===== config.mk =====
export PLATFORM = sky130hd
export DESIGN_NAME = sab_ctrl
export DESIGN_NICKNAME = d
export VERILOG_FILES = /design/src/rtl/core/sab_pkg.sv /design/src/rtl/core/sab_ctrl.sv
export SDC_FILE = /design/constraint.sdc
export NUM_CORES = 1
export LEC_CHECK = 0
export BUFFER_PORTS_ARGS = -buffer_cell sky130_fd_sc_hd__buf_2
export CAP_MARGIN = 30
export CELL_PAD_IN_SITES_DETAIL_PLACEMENT = 0
export CELL_PAD_IN_SITES_GLOBAL_PLACEMENT = 1
export CORE_MARGIN = 4
export CORE_UTILIZATION = 38
export CTS_CLUSTER_DIAMETER = 60
export CTS_CLUSTER_SIZE = 10
export DETAILED_ROUTE_END_ITERATION = 10
export PLACE_DENSITY_LB_ADDON = 0.1
export SLEW_MARGIN = 20
export SYNTH_ARGS = -nofsm -noshare
export SYNTH_HDL_FRONTEND = slang
export SYNTH_SLANG_ARGS = --single-unit

===== constraint.sdc =====
create_clock -name clk -period 3 [get_ports clk]
set_input_delay 0.15 -clock clk [delete_from_list [all_inputs] [get_ports clk]]
set_output_delay 0.15 -clock clk [all_outputs]
set_load 0.01 [all_outputs]

===== src/rtl/core/sab_pkg.sv =====
`timescale 1ns / 1ps

package sab_pkg;

    // Text capacity and field widths
    localparam int MAX_LEN  = 1024;
    localparam int PW       = 10;           // position / rank width
    localparam int NW       = 11;           // length, index and count width
    localparam int KEY_SPAN = MAX_LEN + 257; // counting sort key range
    localparam int KW       = 11;           // counting sort key width

    // Request codes
    localparam logic REQ_LOAD = 1'b0;
    localparam logic REQ_READ = 1'b1;

    // Status codes
    localparam logic [1:0] ST_OK    = 2'd0;
    localparam logic [1:0] ST_RANGE = 2'd1;
    localparam logic [1:0] ST_OVF   = 2'd2;

    // Sub-step numbers within one element
    localparam logic [1:0] STEP_0 = 2'd0;
    localparam logic [1:0] STEP_1 = 2'd1;
    localparam logic [1:0] STEP_2 = 2'd2;
    localparam logic [1:0] STEP_3 = 2'd3;

    // Build phases
    typedef enum logic [7:0] {
        PH_IDLE = 8'b0000_0001,
        PH_INIT = 8'b0000_0010,
        PH_CLR  = 8'b0000_0100,
        PH_HIST = 8'b0000_1000,
        PH_PSUM = 8'b0001_0000,
        PH_SCAT = 8'b0010_0000,
        PH_RANK = 8'b0100_0000,
        PH_COPY = 8'b1000_0000
    } phase_t;

    // Controller to datapath
    typedef struct packed {
        phase_t     phase;
        logic [1:0] step;
        logic       pass_a;     // 0: sort by second key, 1: by first key
        logic       idx_inc;
        logic       idx_clr;
        logic       len_dbl;
        logic       set_built;
    } cmd_t;

    // Datapath to controller
    typedef struct packed {
        logic go;               // load item with is_last accepted
        logic idx_last;         // index at end of current sweep
        logic finish;           // all ranks distinct or len covers text
    } stat_t;

endpackage


===== src/rtl/core/sab_ctrl.sv =====
`timescale 1ns / 1ps

module sab_ctrl
    import sab_pkg::*;
(
    input  logic  clk,
    input  logic  rst_n,
    input  stat_t stat,
    output cmd_t  cmd,
    output logic  busy
);

    phase_t     state_reg, state_next;
    logic [1:0] step_reg, step_next;
    logic       pass_reg, pass_next;
    logic [1:0] last_step;
    logic       idx_inc, idx_clr, len_dbl, set_built;

    // Last sub-step per element in each phase
    always_comb
    begin
        case (state_reg)
            PH_INIT: last_step = STEP_1;
            PH_CLR:  last_step = STEP_0;
            PH_HIST: last_step = STEP_3;
            PH_PSUM: last_step = STEP_1;
            PH_SCAT: last_step = STEP_3;
            PH_RANK: last_step = STEP_2;
            PH_COPY: last_step = STEP_1;
            default: last_step = STEP_0;
        endcase
    end

    // Phase sequencing
    always_comb
    begin
        state_next = state_reg;
        step_next  = step_reg;
        pass_next  = pass_reg;
        idx_inc    = 1'b0;
        idx_clr    = 1'b0;
        len_dbl    = 1'b0;
        set_built  = 1'b0;
        if (state_reg == PH_IDLE)
        begin
            step_next = STEP_0;
            if (stat.go)
            begin
                state_next = PH_INIT;
                pass_next  = 1'b0;
                idx_clr    = 1'b1;
            end
        end
        else if (step_reg != last_step)
        begin
            step_next = step_reg + 2'd1;
        end
        else
        begin
            step_next = STEP_0;
            if (!stat.idx_last)
            begin
                idx_inc = 1'b1;
            end
            else
            begin
                idx_clr = 1'b1;
                case (state_reg)
                    PH_INIT: state_next = PH_CLR;
                    PH_CLR:  state_next = PH_HIST;
                    PH_HIST: state_next = PH_PSUM;
                    PH_PSUM: state_next = PH_SCAT;
                    PH_SCAT:
                    begin
                        if (pass_reg)
                        begin
                            state_next = PH_RANK;
                        end
                        else
                        begin
                            pass_next  = 1'b1;
                            state_next = PH_CLR;
                        end
                    end
                    PH_RANK: state_next = PH_COPY;
                    PH_COPY:
                    begin
                        if (stat.finish)
                        begin
                            set_built  = 1'b1;
                            state_next = PH_IDLE;
                        end
                        else
                        begin
                            len_dbl    = 1'b1;
                            pass_next  = 1'b0;
                            state_next = PH_CLR;
                        end
                    end
                    default: state_next = PH_IDLE;
                endcase
            end
        end
    end

    always_ff @(posedge clk or negedge rst_n)
    begin
        if (!rst_n)
        begin
            state_reg <= PH_IDLE;
            step_reg  <= STEP_0;
            pass_reg  <= 1'b0;
        end
        else
        begin
            state_reg <= state_next;
            step_reg  <= step_next;
            pass_reg  <= pass_next;
        end
    end

    assign cmd.phase     = state_reg;
    assign cmd.step      = step_reg;
    assign cmd.pass_a    = pass_reg;
    assign cmd.idx_inc   = idx_inc;
    assign cmd.idx_clr   = idx_clr;
    assign cmd.len_dbl   = len_dbl;
    assign cmd.set_built = set_built;
    assign busy          = (state_reg != PH_IDLE);

    // Step counter never passes the last step of its phase
    a_step_range: assert property (@(posedge clk) disable iff (!rst_n)
        step_reg <= last_step)
        else $error("step beyond phase end");

    // A build request leaves idle at once
    a_go_start: assert property (@(posedge clk) disable iff (!rst_n)
        (state_reg == PH_IDLE && stat.go) |=> (state_reg == PH_INIT))
        else $error("build did not start");

endmodule


==> results.py <==
metrics = {
    "global_routing": {
        "first_global_vias": 699,
        "grt_max_degree": 12,
        "grt_pass1_wl_mm": 3.38,
        "grt_remaining_overflow": 0,
        "antenna_found_initial": 0,
        "grt_use_total": 0.161,
    },
    "placed_design": {
        "place_congestion": 0.785,
        "place_ws_ps": 383,
        "io_buffers": 20,
        "dp_hpwl_mm": 1.64,
    },
    "yosys": {
        "synth_top_family_by_area": "simple AND/OR/NAND/NOR gates",
        "ys_types": 38,
        "syn_area_per_cell_um2": 9.43,
        "synth_compound_area_frac": 0.214,
        "synthMuxAreaShare": 0.0543,
        "synthAdderAreaFrac": 0,
        "synth_simple_gate_area_frac": 0.261,
        "netlist_instances": 88,
        "syn_nets": 93,
        "synth-xor-area-share": 0.0317,
        "yosys_register_bits": 11,
        "ys_seq_area_frac": 0.333,
        "netlist_area_um2": 830,
        "ys_warn_count": 0,
    },
    "setup_path": {
        "path_class": "flip-flop to primary output",
        "reg2reg_slack_ps": 380,
        "ff2ff_path_depth": 7,
        "r2r-end": "state_reg[5]",
        "worst_setup_path_start_kind": "flip-flop",
        "r2r_start": "state_reg[1]",
        "cp-end-kind": "primary output",
        "crit_required_ps": 2850,
        "crit_fanout": 9,
        "arrival_ps": 2660,
    },
    "detailed_routing": {
        "vias": 694,
        "dr.first_iter.drc_count": 6,
        "met2_length_um": 916,
        "drcViolationCount": 0,
        "wl_per_cell_um": 15.1,
        "totalWireLength_mm": 2.02,
        "ant_nets": 0,
        "vias_per_cell": 5.18,
        "maxUsedRoutingLayer": "met4",
        "dr_wl_met3_um": 95,
        "first_pass_iters": 4,
        "drt-met1-wl_um": 979,
    },
    "sta": {
        "max_slew.worst_pin.slew_ps": 426,
        "tns_ps": 0,
        "slew_headroom": 0.716,
        "maxSlewViolCount": 0,
        "setup_ws_ps": 194,
        "rsz0062_at_grt": "false",
        "max_freq_mhz": 356,
        "hold_viol": 0,
        "setup_viol": 0,
        "fin_crit_sh": 0.935,
        "min_period_ps": 2810,
        "fin_skew_ps": 2.55,
    },
    "pwr": {
        "ir_worst_vdd_mv": 0.555,
        "p_leak_nw": 0.496,
        "p_per_area_mw_per_mm2": 989,
    },
    "cts": {
        "cts_made_buffers": 3,
        "clock_latency_ps": 270,
        "cts_tree": "done",
        "htreeDepth": 1,
        "clockBufferDepth": 2,
        "clkTransAtPathRegs_ps": 60,
        "cts_sinks": 11,
        "cts_resized": 0,
        "cts.root.buffer_cell": "clkbuf_4",
    },
    "floorplanning": {
        "dieArea_mm2": 0.00299,
        "die_h_um": 54.7,
        "io_pins": 21,
        "core-area_mm2": 0.00202,
        "rows": 16,
        "die_w_um": 54.7,
        "initial_core_util": 0.410,
    },
    "worst_hold_path": {
        "min_path_type": "input pin to flip-flop",
        "holdPathEnd": "state_reg[1]",
        "hp-start": "stat[2]",
        "hold_depth": 2,
    },
    "final_layout": {
        "largest_reg_flops": 8,
        "drive_gt1_frac": 0.364,
        "multiInputGateArea_um2": 465,
        "seq_area_um2": 277,
        "final_nets": 113,
        "fillers": 206,
        "insertedDiodeCount": 0,
        "area_growth_pct": 16.7,
    },
    "status": {
        "run_status": "completed",
    },
    "job": {
        "maxCapViolCount": 0,
    },
}
## report_power, final
group	internal (W)	switching (W)
Clock	0.0000515	0.0000485
Combinational	0.000267	0.000346
Sequential	0.000193	0.0000514
Total	0.000512	0.000446
## cells in the mapped netlist, drive strengths merged
cell type,n,area share
mux2,4,0.054
inv,5,0.023
a22o,1,0.011
xnor2,3,0.032
dfrtp,10,0.30
nor3,5,0.030
o32ai,2,0.030
o2bb2ai,1,0.011
or3,5,0.050
buf,10,0.078
nand3,1,0.0060
nor4,3,0.030
and3,1,0.0075
nor2,6,0.027
o41ai,1,0.020
a21o,1,0.0091
nand2,5,0.023
o21a,1,0.0091
or2,3,0.023
a22oi,1,0.026
a2111oi,2,0.029
a21oi,2,0.012
nor4b,2,0.021
nand2b,4,0.030
o21ai,2,0.017
clkbuf,1,0.0045
o31ai,1,0.0091
dfstp,1,0.032
or3b,1,0.014
o31a,2,0.021
a32o,1,0.012
## stage by stage
step           cell area (µm²)  hold WS [ps]  std cells   util  power, W
2_1_floorplan              830          -146         88      -  0.000725
3_3_place_gp               932          41.6        129  0.461  0.000860
3_5_place_dp               932          37.5        129  0.461  0.000863
4_1_cts                    968           132        134  0.479  0.000968
5_1_grt                    968           127        134  0.479   0.00103
6_report                   968           138        134  0.479  0.000958
## repair_timing
action,in CTS,in global routing
hold buffers,1,0
endpoints found under the hold margin,11,0
setup buffers,0,0
## cell type report
type	count	area share
multi-input combinational	61	0.481
sequential	11	0.286
timing repair buffer	26	0.152
tap	27	0.0349
clock buffer	4	0.0271
inverter	5	0.0194
## logic make-up after synthesis
family	count (synthesis)
AOI/OAI and AO/OA	18
buffers and inverters	16
and+or+nand+nor	36
muxes	4
DFF	11
xor gates and xnor gates	3
## layout by cell type (no fill, tap or decap), types with 2 or more instances in the layout
master    instances
nor3_1            5
nor4_1            2
nand2b_1          4
mux2_1            4
nor2_1            6
or3_4             2
nand2_1           5
inv_1             5
or2_1             2
a21oi_1           2
o31a_1            2
or3_1             3
clkbuf_4          3
nor4b_1           2
buf_2            20
xnor2_1           3
buf_4             5
dfrtp_1          10
## worst max-delay path by stage
stage	startpoint	to	slack [ps]	depth (start not counted)
floorplan	state_reg[1]	state_reg[3]	700	8
global placement	state_reg[6]	state_reg[7]	410	6
detailed placement	state_reg[6]	state_reg[5]	380	6
CTS	state_reg[6]	cmd[1]	180	7
global route	state_reg[4]	cmd[1]	10	8
finish	state_reg[1]	cmd[1]	190	8
## worst max-delay path, cell delays in order, from the launching register on
cell	delay, ps
dfrtp_1	430
buf_4	180
or2_1	270
nor4_2	430
nor2_1	130
a22oi_4	290
nand2b_1	410
nor3_1	90
buf_2	150
## routing by layer
layer,vias to the layer above,GRT usage
li1,356,-
met1,316,0.211
met2,18,0.250
met3,4,0.0490
met4,0,0.0539
met5,-,0
(Power assumes the default switching activity.)
